[src/hdl/fba_ram.sv]
// Generic single-write, single-read synchronous RAM with registered read data.
`timescale 1ns / 1ps

module fba_ram #(
  parameter int DEPTH  = 512,
  parameter int WIDTH  = 8,
  parameter int ADDR_W = 9
) (
  input  logic              clk,
  input  logic              we,
  input  logic [ADDR_W-1:0] waddr,
  input  logic [WIDTH-1:0]  wdata,
  input  logic [ADDR_W-1:0] raddr,
  output logic [WIDTH-1:0]  rdata
);

  logic [WIDTH-1:0] mem [DEPTH];

  always_ff @(posedge clk) begin
    if (we) begin
      mem[waddr] <= wdata;
    end
  end

  always_ff @(posedge clk) begin
    rdata <= mem[raddr];
  end

endmodule

[config.mk]
export PLATFORM = sky130hd
export DESIGN_NAME = fba_ram
export DESIGN_NICKNAME = d
export VERILOG_FILES = /design/src/hdl/fba_ram.sv
export SDC_FILE = /design/constraint.sdc
export NUM_CORES = 2
export LEC_CHECK = 0
export ABC_CLOCK_PERIOD_IN_PS = 4600
export BUFFER_PORTS_ARGS = -buffer_cell sky130_fd_sc_hd__buf_2
export CORE_ASPECT_RATIO = 0.75
export CORE_MARGIN = 1.5
export CORE_UTILIZATION = 30
export DETAILED_ROUTE_END_ITERATION = 6
export GPL_ROUTABILITY_DRIVEN = 0
export SKIP_LAST_GASP = 1
export SLEW_MARGIN = 15
export SYNTH_ARGS = -nofsm -noshare
export SYNTH_HDL_FRONTEND = slang
export SYNTH_SLANG_ARGS = --single-unit
[constraint.sdc]
create_clock -name clk -period 4.6 [get_ports clk]
set_clock_uncertainty 0.05 [all_clocks]
set_input_delay 0.23 -clock clk [delete_from_list [all_inputs] [get_ports clk]]
set_output_delay 0.23 -clock clk [all_outputs]
set_load 0.01 [all_outputs]
==> Yosys cells after proc, flatten, opt, wreduce, memory -nomap -nowiden <==
Memories as Yosys holds them, arrays and structs flattened. A register that Yosys moved wholly into a read port is not among the register bits.
Cells that the tools add are included.
{ "word_totals": {"ff_bits": 0, "mem_bits_rw": 4096, "input_bits": 28, "output_inout_bits": 8, "elab_cells": 3, "mem_count": 1} }
{ "op_classes": {"muxes": 2} }
{ "mem_list": {"columns": ["memory", "words", "width", "rd", "rd_ports_with_merged_regs", "write_ports", "line_no", "text"], "rows": [
  ["mem", 512, 8, 1, 1, 1, "17", "logic [WIDTH-1:0] mem [DEPTH];"]
]} }
{ "ops": {"columns": ["cell", "count"], "rows": [
  ["$mux 1", 2]
]} }

==> Logic depth before layout (Yosys ltp) <==
{ "logic_depth": {"ltp_word": 2, "mapped_depth": 12, "ltp_nobuf": 7} }

==> Worst setup path before layout <==
OpenSTA, ideal clock, no wires.
{ "synth_timing": {"path_type": "in2reg", "from": "input port raddr[0]", "to": "register rdata[0], read port of mem", "setup_ns": 0.118, "arrival_time_ns": 2.084, "required_ns": 4.432, "path_slack_ns": 2.348, "path_stages": 10, "n_path_buf": 4, "cell_sequence": "buf_4 -> buf_12 -> buf_12 -> buf_2 -> mux4_2 -> o21ai_0 -> nand3_1 -> nand4_1 -> o21ai_0 -> o2111a_1"} }
{ "synth_lines": {"columns": ["element", "line_no", "text"], "rows": [
  ["start: declaration", "13", "input logic [ADDR_W-1:0] raddr,"],
  ["end: declaration", "14", "output logic [WIDTH-1:0] rdata"]
]} }

==> reports/results.ini <==
[timing]
setup_violations = 0
setup_slack_ps = 1030
hold_viol = 0
drv_slew = 0
max_slew_margin_pct = 9.877
tightest_slew_ps = 1339
hold_slack_ps = 109.7
fmax_mhz = 280.1
fin_crit_ps = 3570
period_share_pct = 77.61
grt_setup_unrepaired = no

[job]
max-cap-violations = 0

[grt]
grt.overflow.total = 0
grt_max_degree = 161
grt_use_total_pct = 15.70
grt_pass1_wl_um = 617300
antenna_found_initial = 39
first_global_vias = 81520

[place]
placed_area_um2 = 170100
io_buffers = 35
post-place-ws_ps = 109.8
dp_hpwl_um = 274600

[clocking]
cts-resized-gates = 0
insertion_delay_ps = 970
cts_sinks = 4104
clock-root-buffer = clkbuf_16
cts_buffers = 391
cts_buffer_depth = 4
tritoncts = done
h-tree-depth = 5
clk_pin_slew_ps = 70

[drt]
route.detailed.drc = 0
antenna_left = 0
routed_wl_um = 438600
drt-initial-drc-count = 11440
via_count = 83420
avgViaCountPerCell = 5.281
firstDrtPassIters = 6
routedWlPerCell_um = 27.77

[die]
start_util_pct = 30.07
die_w_um = 846.1
coreArea_um2 = 531800
ios = 36
die_area_um2 = 537500
rows = 232
die_y_um = 635.3

[power]
power-per-cell-area_nw_per_um2 = 424.4
power_leakage_nw = 56.95
ir_drop_mv = 0.3045
report.power.total_w = 0.07769

[final_layout]
syn2layout_area_growth_pct = 14.45
ff_latch_area_um2 = 123200
fin_nets = 8363
multiInputGateArea_um2 = 34000
drive_above_1_share_pct = 19.27
fillers = 49170
stdcell_area_um2 = 183000

[yosys]
ys_ff_latch = 4104
synth_edf_count = 4096
synthArstFlopShare_pct = 0
ys_top_cells_by_area = edfxtp_1, mux4_2, mux2i_1
syn_avg_cell_area_um2 = 19.92
synthesis.area_um2 = 159900
synth-main-ff-cell = edfxtp_1
synth_top_area_share_pct = 76.91
synthDistinctLibCells = 51
synth_warnings = 0
ys_seq_area_share_pct = 77.01
syn_nets = 8058
yosysTopAreaCell = edfxtp_1
synthCells = 8030

[outcome]
status = finished clean

[setup_path]
worst_setup_path_start_kind = input port
end_kind = register
crit_type = in2reg
cp.required_ps = 5430
arrival_ps = 4400
crit_fanout = 35

[hold_path]
min_path_type = in2reg

==> final cells by class <==
cell class,count,share of cell area (%)
Tap cell,7137,4.879
Timing Repair Buffer,425,2.243
Sequential cell,4104,67.28
Inverter,3,0.01025
Antenna cell,8,0.01094
Clock inverter,222,1.310
Clock buffer,487,5.690
Multi-Input combinational cell,3410,18.57
==> flip-flops by register name, summed over array words and instances, names as in the netlist <==
| register | count |
|---|---|
| mem | 4096 |
| rdata | 8 |
==> path summary, 6_finish.rpt <==
path,startpoint,endpoint,slack (ps),cells after the start
worst min register to register,mem[297][0],rdata[0],1090,6
worst min-delay path,raddr[3],rdata[2],110,4
worst max-delay path,raddr[0],rdata[3],1030,10
worst max register to register,mem[264][4],rdata[4],1240,7
==> per-layer routing <==
| layer | vias up | part of all wire (%) | track usage, % |
|---|---|---|---|
| met2 | 4585 | 44 | 23.00 |
| li1 | 34070 | - | - |
| met5 | - | 0.012 | 0 |
| met1 | 44110 | 43 | 23.38 |
| met4 | 6 | 2.7 | 3.937 |
| met3 | 650 | 11 | 3.868 |
==> cell families (layout without fill, tap and decap cells) <==
family / after synthesis / after routing / share of synthesized area [%]
compound gates: 979 / 979 / 4.313
buf+inv: 516 / 1137 / 1.849
mux: 1451 / 1451 / 14.20
simple gates: 980 / 980 / 2.631
other cells: 0 / 8 / 0
flops: 4104 / 4104 / 77.01
==> placed cells by master (no fill, tap or decap), drive strengths merged, types with 13 or more instances in the layout <==
master / Yosys / final
mux4: 654 / 654
a21oi: 194 / 194
o22ai: 163 / 163
clkbuf: 265 / 487
inv: 3 / 19
nand3: 36 / 36
nand4: 32 / 32
nor4: 36 / 36
mux2i: 797 / 797
o31ai: 13 / 13
o21ai: 119 / 119
edfxtp: 4096 / 4096
and2: 20 / 20
o221ai: 372 / 372
clkinv: 0 / 153
nand2: 111 / 111
bufinv: 0 / 45
a211oi: 17 / 17
buf: 248 / 417
nor2: 597 / 597
a22oi: 61 / 61
nor3: 109 / 109
==> where the power goes <==
group / internal (W) / switching [W]
Sequential: 0.0412 / 0.0000451
Clock: 0.0186 / 0.0140
Combinational: 0.00121 / 0.00265
Total: 0.0610 / 0.0167
==> cells in the mapped netlist, types with 6 or more instances <==
cell	count
edfxtp_1	4096
mux2i_1	797
mux4_2	654
nor2_1	597
o221ai_1	371
clkbuf_1	265
a21oi_1	194
o22ai_1	163
o21ai_0	118
nand2_1	111
nor3_1	109
buf_4	70
buf_6	64
a22oi_1	61
buf_2	57
buf_1	41
nand3_1	36
nor4_1	36
nand4_1	32
and2_1	20
a211oi_1	17
o31ai_1	13
buf_8	11
dfxtp_1	8
nor3b_1	8
o2111a_1	8
o41ai_1	7
nor2b_1	6
or3_1	6
==> repair_timing <==
action / CTS / global route
setup buffers: 0 / 0
hold buffers: 8 / 0
hold endpoints to repair: 617 / 0
==> worst max-delay path, cell delays in order <==
cell      delay (ps)
buf_12           410
buf_12           350
buf_4            480
mux2i_1          130
o221ai_1         300
o22ai_1          130
o21ai_0          740
nand4_1          750
nand2_1          420
o2111a_1         240
==> metrics by stage <==
| step | instances | utilization, % | setup TNS (ps) |
|---|---|---|---|
| after floorplan | 8030 | - | 0 |
| after global placement | 15070 | 31.99 | -322.8 |
| after detailed placement | 15070 | 31.99 | 0 |
| after CTS | 15790 | 34.42 | 0 |
| after global routing | 15790 | 34.42 | 0 |
| final | 15800 | 34.42 | 0 |
No activity file was read; power rests on OpenSTA's default activity.
