[config.mk]
export PLATFORM = sky130hd
export DESIGN_NAME = fba_lowfree
export DESIGN_NICKNAME = d
export VERILOG_FILES = /design/src/hdl/fba_pkg.sv /design/src/hdl/fba_lowfree.sv
export SDC_FILE = /design/constraint.sdc
export NUM_CORES = 1
export LEC_CHECK = 0
export BUFFER_PORTS_ARGS = -buffer_cell sky130_fd_sc_hd__buf_2
export CORE_AREA = 5 5 42 44
export DETAILED_ROUTE_END_ITERATION = 6
export DIE_AREA = 0 0 47 49
export GPL_TIMING_DRIVEN = 0
export PLACE_DENSITY = 0.32
export SETUP_SLACK_MARGIN = 0.3
export SLEW_MARGIN = 25
export SYNTH_ARGS = -nofsm -noshare
export SYNTH_HDL_FRONTEND = slang
export SYNTH_SLANG_ARGS = --single-unit
[constraint.sdc]
create_clock -name vclk -period 0.8
set_input_delay 0.04 -clock vclk [all_inputs]
set_output_delay 0.04 -clock vclk [all_outputs]
set_load 0.01 [all_outputs]
[src/hdl/fba_pkg.sv]
// Shared constants, codes and beat types of the frame bitmap allocator.
`timescale 1ns / 1ps

package fba_pkg;

  localparam int MAX_FRAMES = 4096;
  localparam int MAP_BYTES  = (MAX_FRAMES + 7) / 8;
  localparam int ADDR_W     = (MAP_BYTES > 1) ? $clog2(MAP_BYTES) : 1;
  localparam int SZ_W       = $clog2(MAX_FRAMES + 1);
  localparam int GRP_W      = $clog2(MAX_FRAMES / 8 + 1);
  localparam int FRAME_W    = 20;
  localparam int OFF_W      = FRAME_W + 1;
  localparam int CNT_W      = 13;
  localparam int BYTE_W     = 8;
  localparam int CFG_IDX_W  = 2;
  localparam int CFG_DATA_W = 20;
  localparam int FCOUNT_RST = 4096;

  typedef logic [BYTE_W-1:0]  byte_t;
  typedef logic [ADDR_W-1:0]  addr_t;
  typedef logic [SZ_W-1:0]    size_t;
  typedef logic [GRP_W-1:0]   grp_t;
  typedef logic [FRAME_W-1:0] frame_t;
  typedef logic [OFF_W-1:0]   off_t;
  typedef logic [CNT_W-1:0]   cnt_t;

  localparam byte_t FULL_BYTE = 8'hFF;
  localparam byte_t RES_BIT   = 8'h01;
  localparam addr_t LAST_ADDR = addr_t'(MAP_BYTES - 1);

  typedef enum logic [1:0] {
    CMD_ALLOC   = 2'd0,
    CMD_RELEASE = 2'd1,
    CMD_MARK    = 2'd2,
    CMD_INIT    = 2'd3
  } cmd_t;

  typedef enum logic [1:0] {
    ST_DONE  = 2'd0,
    ST_FULL  = 2'd1,
    ST_RANGE = 2'd2
  } status_t;

  typedef enum logic [CFG_IDX_W-1:0] {
    REG_BASE    = 2'd0,
    REG_COUNT   = 2'd1,
    REG_RESERVE = 2'd2
  } reg_idx_t;

  typedef struct packed {
    cmd_t   cmd;
    frame_t frame_no;
    cnt_t   count;
  } in_item_t;

  typedef struct packed {
    frame_t  alloc_frame;
    status_t status;
  } out_item_t;

endpackage

[src/hdl/fba_lowfree.sv]
// Lowest clear bit of one bitmap byte, as index and as one-hot mask.
`timescale 1ns / 1ps

module fba_lowfree (
  input  fba_pkg::byte_t din,
  output logic [2:0]     idx,
  output fba_pkg::byte_t onehot
);

  always_comb begin
    idx = 3'd7;
    for (int i = fba_pkg::BYTE_W - 1; i >= 0; i--) begin
      if (!din[i]) begin
        idx = 3'(i);
      end
    end
  end

  assign onehot = fba_pkg::byte_t'(1) << idx;

endmodule

* Yosys cells after proc, flatten, opt, wreduce, memory -nomap -nowiden
Cells that the tools add are included.
** Word-level totals
- Register bits :: 0
- Bits of input ports :: 8
- Output and inout port bits :: 11
** Operators by class
- Multiplexer cells :: 7
- Shift operators :: 1
** Operator list (count)
- 3-bit two-way mux :: 6
- 1-bit by 3-bit left shift with 8-bit output, first input constant :: 1
- 1-bit two-way mux :: 1

* Depth between registers and ports, before layout
Gate-level depths: netlist of the first run.
- Word-level depth :: 8
- Mapped depth :: 3
- Gate-level depth less buffers :: 3

* Worst setup path after synthesis of the first run
Ideal clock, no wire load.
- Path type :: input-to-output
- Start :: in din[2]
- End :: out onehot[6]
- Cell stages on the path :: 2
- Buffers on the path :: 0
- Slack :: 0.270 ns
- Required time :: 0.760 ns
- Arrival :: 0.490 ns
- Cells stage by stage :: nand4_2 > nor3_1
** Between the ends
- Longest elaborated chain between the ends :: 4
** RTL lines
- start, declared :: RTL line fba_lowfree.sv:5 : input fba_pkg::byte_t din,
- 3-bit two-way mux (3 in series) :: RTL line fba_lowfree.sv:13 : if (!din[i]) begin
- 1-bit by 3-bit left shift with 8-bit output :: RTL line fba_lowfree.sv:19 : assign onehot = fba_pkg::byte_t'(1) << idx;
- end, declared :: RTL line fba_lowfree.sv:7 : output fba_pkg::byte_t onehot
No other way between the ends.

* Worst setup path in the final report of the first run
- Start :: in din[2]
- End :: out onehot[5]
Same word-level chain as after synthesis.

==> impl_metrics.csv, run 1 <==
group,metric,value,unit
cells_and_area,nNetsFinal,48,
grt,grt_pass1_wl,717,µm
run,cap_violations,0,
sta,final-setup-viol-count,0,
grt,grt_max_degree,6,
critical_path,cp.arrival,590,ps
floorplanning,ioPinCount,19,
run_status,status,"finished clean",
critical_path,cp-startpoint,"din[2]",
drt,routed_via_density,3.61,
synthesis,syn_area_per_cell,5.07,µm²
sta,finalSetupTns,0,ps
drt,drt-total-wl,530,µm
grt,use_met3,0.738,%
cells_and_area,num_antenna_cells,0,
grt,antenna_found_initial,0,
drt,via_count,195,
power,irDropWorstVdd,117,µV
sta,tightest_slew,126,ps
placement,place_inst,53,
placement,post-place-ws,47.9,ps
critical_path,required,760,ps
cells_and_area,final_cell_count_no_fill,54,
synthesis,yosys_warnings,0,
sta,slew_viol_final,0,
grt,busiest_layer,"met2",
sta,max_freq,1590,MHz
cells_and_area,nFillCells,171,
cells_and_area,clkbuf_count,0,
grt,track_usage,3.72,%
sta,fin_crit,629,ps
floorplanning,start_util,6.87,%
grt,grt_use_met2,6.11,%
drt,first_pass_iters,1,
sta,layout_setup_ws,171,ps
critical_path,cp-end-kind,"output port",
power,powerDensity,413,mW/mm²
critical_path,worstPathMaxFanout,4,
cells_and_area,design.seq.count,0,
placement,placement.io_buffers,18,
synthesis,synth_cell_types,10,
synthesis,netlist_area,96.3,µm²
drt,wire_per_inst,9.81,µm
synthesis,synth_fp_nets,27,
critical_path,critical_path_class,"in -> out",
min_path,min_path_type,"in -> out",
synthesis,ys_seq_area_share,0,%
floorplanning,rows,14,
cells_and_area,area_growth,208,%
floorplanning,coreArea,0.00140,mm²
cells_and_area,regArea,0,µm²
drt,final_antenna_net_count,0,
grt,use_met1,5.22,%
floorplanning,fp.dieArea,0.00230,mm²
placement,finalWeightedCongestion,0.576,
sta,final_hold_viol_count,0,
sta,maxSlewHeadroom,91.6,%
drt,first_iter_violations,0,
cells_and_area,drive_above_1_share,73.7,%
power,leakagePower,0.159,nW
min_path,min_from,"din[1]",
synthesis,synth_cells,19,
floorplanning,fp.dieH,49,µm
grt,grt_remaining_overflow,0,
floorplanning,die_w,47,µm
grt,grt_pass1_vias,194,
sta,rsz0062_at_grt,"true",
drt,post-route-drc-count,0,
sta,min_period_over_period,78.6,%
critical_path,cp-start-kind,"input pin",
-- logic make-up after synthesis --
kind of cell / share of synthesized area, %
AO/OA/AOI/OAI: 23.4
buffers and inverters: 19.5
AND/OR/NAND/NOR: 57.2
-- critical path, cell delays in order --
cell and delay, ps:
buf_8 80, nand4_4 130, inv_2 80, and3_4 170, buf_6 90
-- layer usage --
layer,vias up,share of wire [%]
met5,-,0
met4,0,0
met3,0,9.8
met2,10,45
met1,82,45
li1,103,-
-- Yosys cell counts --
cell type | instances | area (µm²)
o21ai_0 | 2 | 10.0
nand4_2 | 1 | 12.5
a31oi_1 | 2 | 12.5
nor3b_1 | 1 | 7.51
and3_1 | 1 | 6.26
nand2_1 | 2 | 7.51
inv_1 | 4 | 15.0
nor3_1 | 2 | 10.0
nor2_1 | 3 | 11.3
inv_2 | 1 | 3.75
-- per-stage QoR --
step / utilization, % / power, mW / instance area (µm²) / hold WS [ps]
3_5_place_dp: 15.1 / 0.0850 / 211 / 365
4_1_cts: 20.4 / 0.118 / 285 / 332
5_1_grt: 21.2 / 0.132 / 297 / 340
3_3_place_gp: 15.1 / 0.0844 / 211 / 362
2_1_floorplan: - / 0.0336 / 101 / 128
6_report: 21.2 / 0.122 / 297 / 333
-- where the power goes --
group          internal (mW)  switching (mW)
sequential                 0               0
clock                      0               0
combinational         0.0627          0.0597
-- placed cells by master, fill, tap and decap left out, drive strengths merged --
cell type	netlist	layout
nor3	2	2
nor2	3	3
nor3b	1	1
and3	1	1
nand2	2	2
a31oi	2	2
o21ai	2	2
buf	0	19
inv	5	5
nand4	1	1
-- cell type report --
class	instances	area, µm²	area share [%]
inverter	5	18.8	6.33
timing repair buffer	19	144	48.5
multi-input combinational	14	114	38.4
tap	16	20.0	6.75
-- path summary, 6_finish.rpt --
check	end	slack [ps]	depth (start not counted)
min	onehot[1]	330	3
max	onehot[5]	170	5
-- timing repair --
action	in CTS	in global routing
gates resized for setup	17	5
pin swaps	4	5
setup buffers	1	0
endpoints found under the setup margin	9	9
hold buffers	0	0
(Power assumes the default switching activity.)
==> run 2: changes to the inputs <==
--- a/config.mk
+++ b/config.mk
@@ -5,12 +5,13 @@
 export SDC_FILE = /design/constraint.sdc
 export NUM_CORES = 1
 export LEC_CHECK = 0
+export ABC_AREA = 1
 export BUFFER_PORTS_ARGS = -buffer_cell sky130_fd_sc_hd__buf_2
 export CORE_AREA = 5 5 42 44
 export DETAILED_ROUTE_END_ITERATION = 6
 export DIE_AREA = 0 0 47 49
 export GPL_TIMING_DRIVEN = 0
-export PLACE_DENSITY = 0.32
+export PLACE_DENSITY = 0.37
 export SETUP_SLACK_MARGIN = 0.3
 export SLEW_MARGIN = 25
 export SYNTH_ARGS = -nofsm -noshare
==> run 2 against run 1 <==
The run now ends with negative setup slack left. Cell count grew 24%. Cell area rose by 39%. Via count is 29% higher. Count of clock-buffer cells in the layout unchanged. Sequential share of layout area unchanged. Worst hold slack improved by 2.7 ps. Utilization grew 8.3 points. Global-route usage grew 1.1 points. First-iteration DRC count grew 1. Total power is 61% higher. Largest power group unchanged.
==> impl_metrics.csv, run 2 <==
group,metric,value,unit
power,combPwrFrac,100.0,%
synthesis,synth.top_cell.area_share,19.7,%
critical_path,cp-end-kind,"output port",
critical_path,required,760,ps
critical_path,cpPeakStageDelay,130,ps
grt,grt_pass1_wl,924,µm
drt,drt-total-wl,577,µm
critical_path,critPathMostFrequentCell,"nand2_2",
cells_and_area,nNetsFinal,61,
grt,grt_max_degree,5,
floorplanning,rows,14,
power,irDropWorstVdd,107,µV
floorplanning,fp.dieH,49,µm
floorplanning,start_util,10.9,%
critical_path,cp-start-kind,"input pin",
sta,tightest_slew,172,ps
grt,track_usage,4.78,%
critical_path,crit_chain,"buf_6, inv_2, nand2_1, nand2_1, nand2_1, nand2_2, nand2_2, nand2_2, nand2_2, nor2_2, buf_2",
drt,via_count,251,
cells_and_area,final_cell_mix,"10 x buf_2, 8 x buf_6, 5 x nand2_2",
synthesis,synth_fp_nets,35,
synthesis,yosys-top-cells-area,"nand2_1 20%, nor3_2 13%, nor2_1 12%",
cells_and_area,drive_above_1_share,80.4,%
synthesis,ys_seq_area_share,0,%
synthesis,synth_cell_types,10,
grt,grt_remaining_overflow,0,
cells_and_area,multi_input_area,165,µm²
floorplanning,coreArea,0.00140,mm²
sta,slew_viol_final,0,
sta,fin_hold_ws,336,ps
cells_and_area,regArea,0,µm²
sta,final_hold_viol_count,0,
synthesis,synth.cells.most_frequent,"8 x nand2_1, 5 x nor2_1, 4 x inv_1",
cells_and_area,nFillCells,171,
run_status,violations,"negative setup slack",
cells_and_area,area_growth,170,%
sta,min_period_over_period,104,%
drt,first_pass_iters,4,
power,p_clk_share,0,%
min_path,min_path_type,"in -> out",
sta,rsz0062_at_grt,"true",
cells_and_area,clkbuf_count,0,
run_status,status,"finished, violations left",
synthesis,yosys.cell_count.top_type,"nand2_1",
drt,routed_via_density,3.75,
drt,final_antenna_net_count,0,
power,powerDensity,477,mW/mm²
critical_path,critical_path_class,"in -> out",
power,p_sw,0.0963,mW
critical_path,worstPathMaxFanout,3,
drt,first_iter_violations,1,
cells_and_area,design.seq.count,0,
placement,placed_cell_area,272,µm²
synthesis,syn_area_per_cell,5.65,µm²
floorplanning,die_w,47,µm
placement,placement.io_buffers,18,
drt,post-route-drc-count,0,
cells_and_area,layout_commonest_cell,"buf_2",
floorplanning,fp.dieArea,0.00230,mm²
placement,hpwlAfterDp,444,µm
drt,wire_per_inst,8.61,µm
cells_and_area,num_antenna_cells,0,
placement,finalWeightedCongestion,0.555,
sta,maxSlewHeadroom,88.5,%
run,cap_violations,0,
synthesis,synth_cells,27,
synthesis,yosysTopAreaCell,"nand2_1",
cells_and_area,stdcell_area,413,µm²
floorplanning,ioPinCount,19,
synthesis,netlist_area,153,µm²
grt,antenna_found_initial,0,
sta,layout_setup_ws,-34.5,ps
power,intPower,0.101,mW
sta,fin_crit,835,ps
critical_path,slowest_stage,"buf_2",
critical_path,cp.arrival,790,ps
sta,final-setup-viol-count,4,
power,leakagePower,0.219,nW
power,pwr-share-seq,0,%
grt,grt_pass1_vias,255,
synthesis,yosys_warnings,0,
sta,max_freq,1200,MHz
power,switching_share,48.9,%
## run 2: cell types whose count changed after synthesis, moves of 2 or more
cell,previous run,this run
nor3_2,0,2
nand2_1,2,8
nand2_2,0,2
a31oi_1,2,0
nor3_1,2,0
inv_4,0,2
o21ai_0,2,0
nor2_1,3,5
## run 2: cells by family after synthesis
| kind of cell | Yosys count | share of synthesized area, % |
|---|---|---|
| buf+inv | 6 | 18.0 |
| compound gates | 1 | 10.7 |
| simple gates | 20 | 71.3 |
## run 2: power groups by stage
stage / combinational (mW) / sequential (mW) / clock (mW)
after floorplan: 0.0758 / 0 / 0
after global placement: 0.128 / 0 / 0
after detailed placement: 0.128 / 0 / 0
after CTS: 0.182 / 0 / 0
after global routing: 0.214 / 0 / 0
final: 0.197 / 0 / 0
## run 2: worst paths after layout
| path | depth (start not counted) | slack (ps) | start | end |
|---|---|---|---|---|
| min | 3 | 340 | din[0] | onehot[0] |
| max | 11 | -30 | din[6] | onehot[4] |
## run 2: critical path: cells and delay by family
kind / cells / cell delay (ps)
buffers and inverters: 3 / 250
and+or+nand+nor: 8 / 510
## run 2: area by class of cell
class	count	area share [%]
timing repair buffer	24	48.5
multi-input combinational	21	40.0
inverter	6	6.67
tap	16	4.85
## run 2: metal layers
| layer | vias up | wire, µm | track usage (%) |
|---|---|---|---|
| met3 | 0 | 39 | 0 |
| met2 | 10 | 307 | 9.95 |
| met5 | - | 0 | 0 |
| met1 | 114 | 230 | 5.24 |
| met4 | 0 | 0 | 0 |
| li1 | 127 | - | - |
## run 2: repair_timing
action | in CTS | in global routing
setup buffers | 6 | 0
resized for setup | 15 | 9
hold buffers | 0 | 0
setup endpoints to repair | 10 | 10
pin swaps | 8 | 7
endpoints found under the hold margin | 0 | 0
## run 2: metrics by stage
stage | std cells | total power, mW | setup TNS [ps] | setup WS, ps | utilization (%)
6_report | 67 | 0.197 | -105 | -34.5 | 29.5
5_1_grt | 67 | 0.214 | -575 | -101 | 29.5
4_1_cts | 67 | 0.182 | -87.9 | -47.4 | 27.0
3_5_place_dp | 61 | 0.128 | -444 | -113 | 19.4
3_3_place_gp | 61 | 0.128 | -372 | -98.2 | 19.4
2_1_floorplan | 27 | 0.0758 | 0 | 139 | -
==> run 3: changes to the inputs <==
--- a/config.mk
+++ b/config.mk
@@ -5,14 +5,13 @@
 export SDC_FILE = /design/constraint.sdc
 export NUM_CORES = 1
 export LEC_CHECK = 0
-export ABC_AREA = 1
 export BUFFER_PORTS_ARGS = -buffer_cell sky130_fd_sc_hd__buf_2
 export CORE_AREA = 5 5 42 44
 export DETAILED_ROUTE_END_ITERATION = 6
 export DIE_AREA = 0 0 47 49
 export GPL_TIMING_DRIVEN = 0
-export PLACE_DENSITY = 0.37
-export SETUP_SLACK_MARGIN = 0.3
+export PLACE_DENSITY = 0.32
+export SETUP_SLACK_MARGIN = 0.5
 export SLEW_MARGIN = 25
 export SYNTH_ARGS = -nofsm -noshare
 export SYNTH_HDL_FRONTEND = slang
==> run 3 against run 2 <==
The run now ends clean. Non-clock buffer count is 3 lower. Combinational power hardly changed. First-iteration DRC count stayed put. Cell area is 3.9% higher. Sequential share of layout area stayed put. Cell count is 16% lower. Critical endpoint is now onehot[5]. Largest power group unchanged.
==> impl_metrics.csv, run 3 (synthesis results as in run 1) <==
group,metric,value,unit
drt,post-route-drc-count,0,
grt,grt_pass1_vias,240,
critical_path,critPathTopFamily,"simple AND/OR/NAND/NOR gates",
placement,placement.io_buffers,18,
cells_and_area,area_growth,345,%
run,cap_violations,0,
sta,min_period_over_period,83.2,%
drt,final_antenna_net_count,0,
drt,first_pass_iters,2,
floorplanning,die_w,47,µm
cells_and_area,multi_input_area,161,µm²
sta,max_freq,1500,MHz
critical_path,crit_chain,"buf_12, nand4_4, inv_2, and3_4, buf_6",
drt,via_count,220,
cells_and_area,nNetsFinal,50,
drt,routed_via_density,3.93,
critical_path,critical_path_class,"in -> out",
power,irDropWorstVdd,125,µV
min_path,min_path_type,"in -> out",
grt,grt_max_degree,6,
cells_and_area,regArea,0,µm²
drt,drt-total-wl,623,µm
grt,grt_pass1_wl,959,µm
critical_path,cpPeakStageDelay,170,ps
power,power.total,0.197,mW
critical_path,cp.arrival,630,ps
floorplanning,rows,14,
critical_path,cp-end-kind,"output port",
floorplanning,fp.dieArea,0.00230,mm²
drt,first_iter_violations,1,
cells_and_area,drive_above_1_share,87.5,%
critical_path,cp-start-kind,"input pin",
cells_and_area,final_cell_mix,"7 x buf_6, 7 x buf_2, 4 x buf_12",
grt,track_usage,5.19,%
critical_path,slowest_stage,"and3_4",
sta,tightest_slew,146,ps
grt,grt_remaining_overflow,0,
sta,final_hold_viol_count,0,
critical_path,required,760,ps
critical_path,cp_num_buf_inv,3,
sta,fin_hold_ws,320,ps
cells_and_area,nFillCells,155,
placement,finalWeightedCongestion,0.741,
sta,fin_crit,666,ps
power,powerDensity,460,mW/mm²
cells_and_area,design.seq.count,0,
sta,maxSlewHeadroom,90.2,%
critical_path,worstPathMaxFanout,5,
floorplanning,ioPinCount,19,
sta,slew_viol_final,0,
floorplanning,coreArea,0.00140,mm²
cells_and_area,clkbuf_count,0,
run_status,status,"finished clean",
sta,final-setup-viol-count,0,
grt,antenna_found_initial,0,
sta,rsz0062_at_grt,"true",
drt,wire_per_inst,11.1,µm
floorplanning,start_util,6.87,%
cells_and_area,num_antenna_cells,0,
floorplanning,fp.dieH,49,µm
placement,hpwlAfterDp,484,µm
power,leakagePower,0.198,nW
run 3: what timing repair did:
item	CTS	global route
cloned	0	0
setup buffers	2	1
hold buffers	0	0
resized for setup	20	6
setup endpoints to repair	11	11
pin swaps	6	2
run 3: final timing paths:
kind,startpoint,end,depth (start not counted)
setup / recovery,din[1],onehot[5],5
hold / removal,din[0],onehot[0],3
run 3: stage by stage:
step	instance area [µm²]	util [%]	std cells	setup slack [ps]	TNS, ps
3_5_place_dp	293	20.9	53	-81.0	-138
3_3_place_gp	293	20.9	53	-52.7	-67.3
6_report	429	30.6	56	134	0
5_1_grt	429	30.6	56	98.9	0
2_1_floorplan	183	-	19	323	0
4_1_cts	380	27.1	55	123	0
run 3: routing by layer:
| metal | wire length, µm | vias up | global-route usage (%) |
|---|---|---|---|
| met5 | 0 | - | 0 |
| met4 | 0 | 0 | 0 |
| met3 | 130 | 0 | 2.21 |
| met2 | 271 | 18 | 9.05 |
| met1 | 221 | 92 | 6.09 |
| li1 | - | 110 | - |
run 3: area by class of cell:
cell class	count	area share (%)
Inverter	5	7.29
Multi-Input combinational cell	14	37.6
Tap cell	16	4.66
Timing Repair Buffer	21	50.4
run 3: worst min-delay path, cell delays in order:
cell	delay, ps
buf_12	100
inv_4	30
buf_6	110
run 3: report_power, final:
part	switching [mW]	internal (mW)
combinational	0.0892	0.108
clock	0	0
sequential	0	0
total	0.0892	0.108
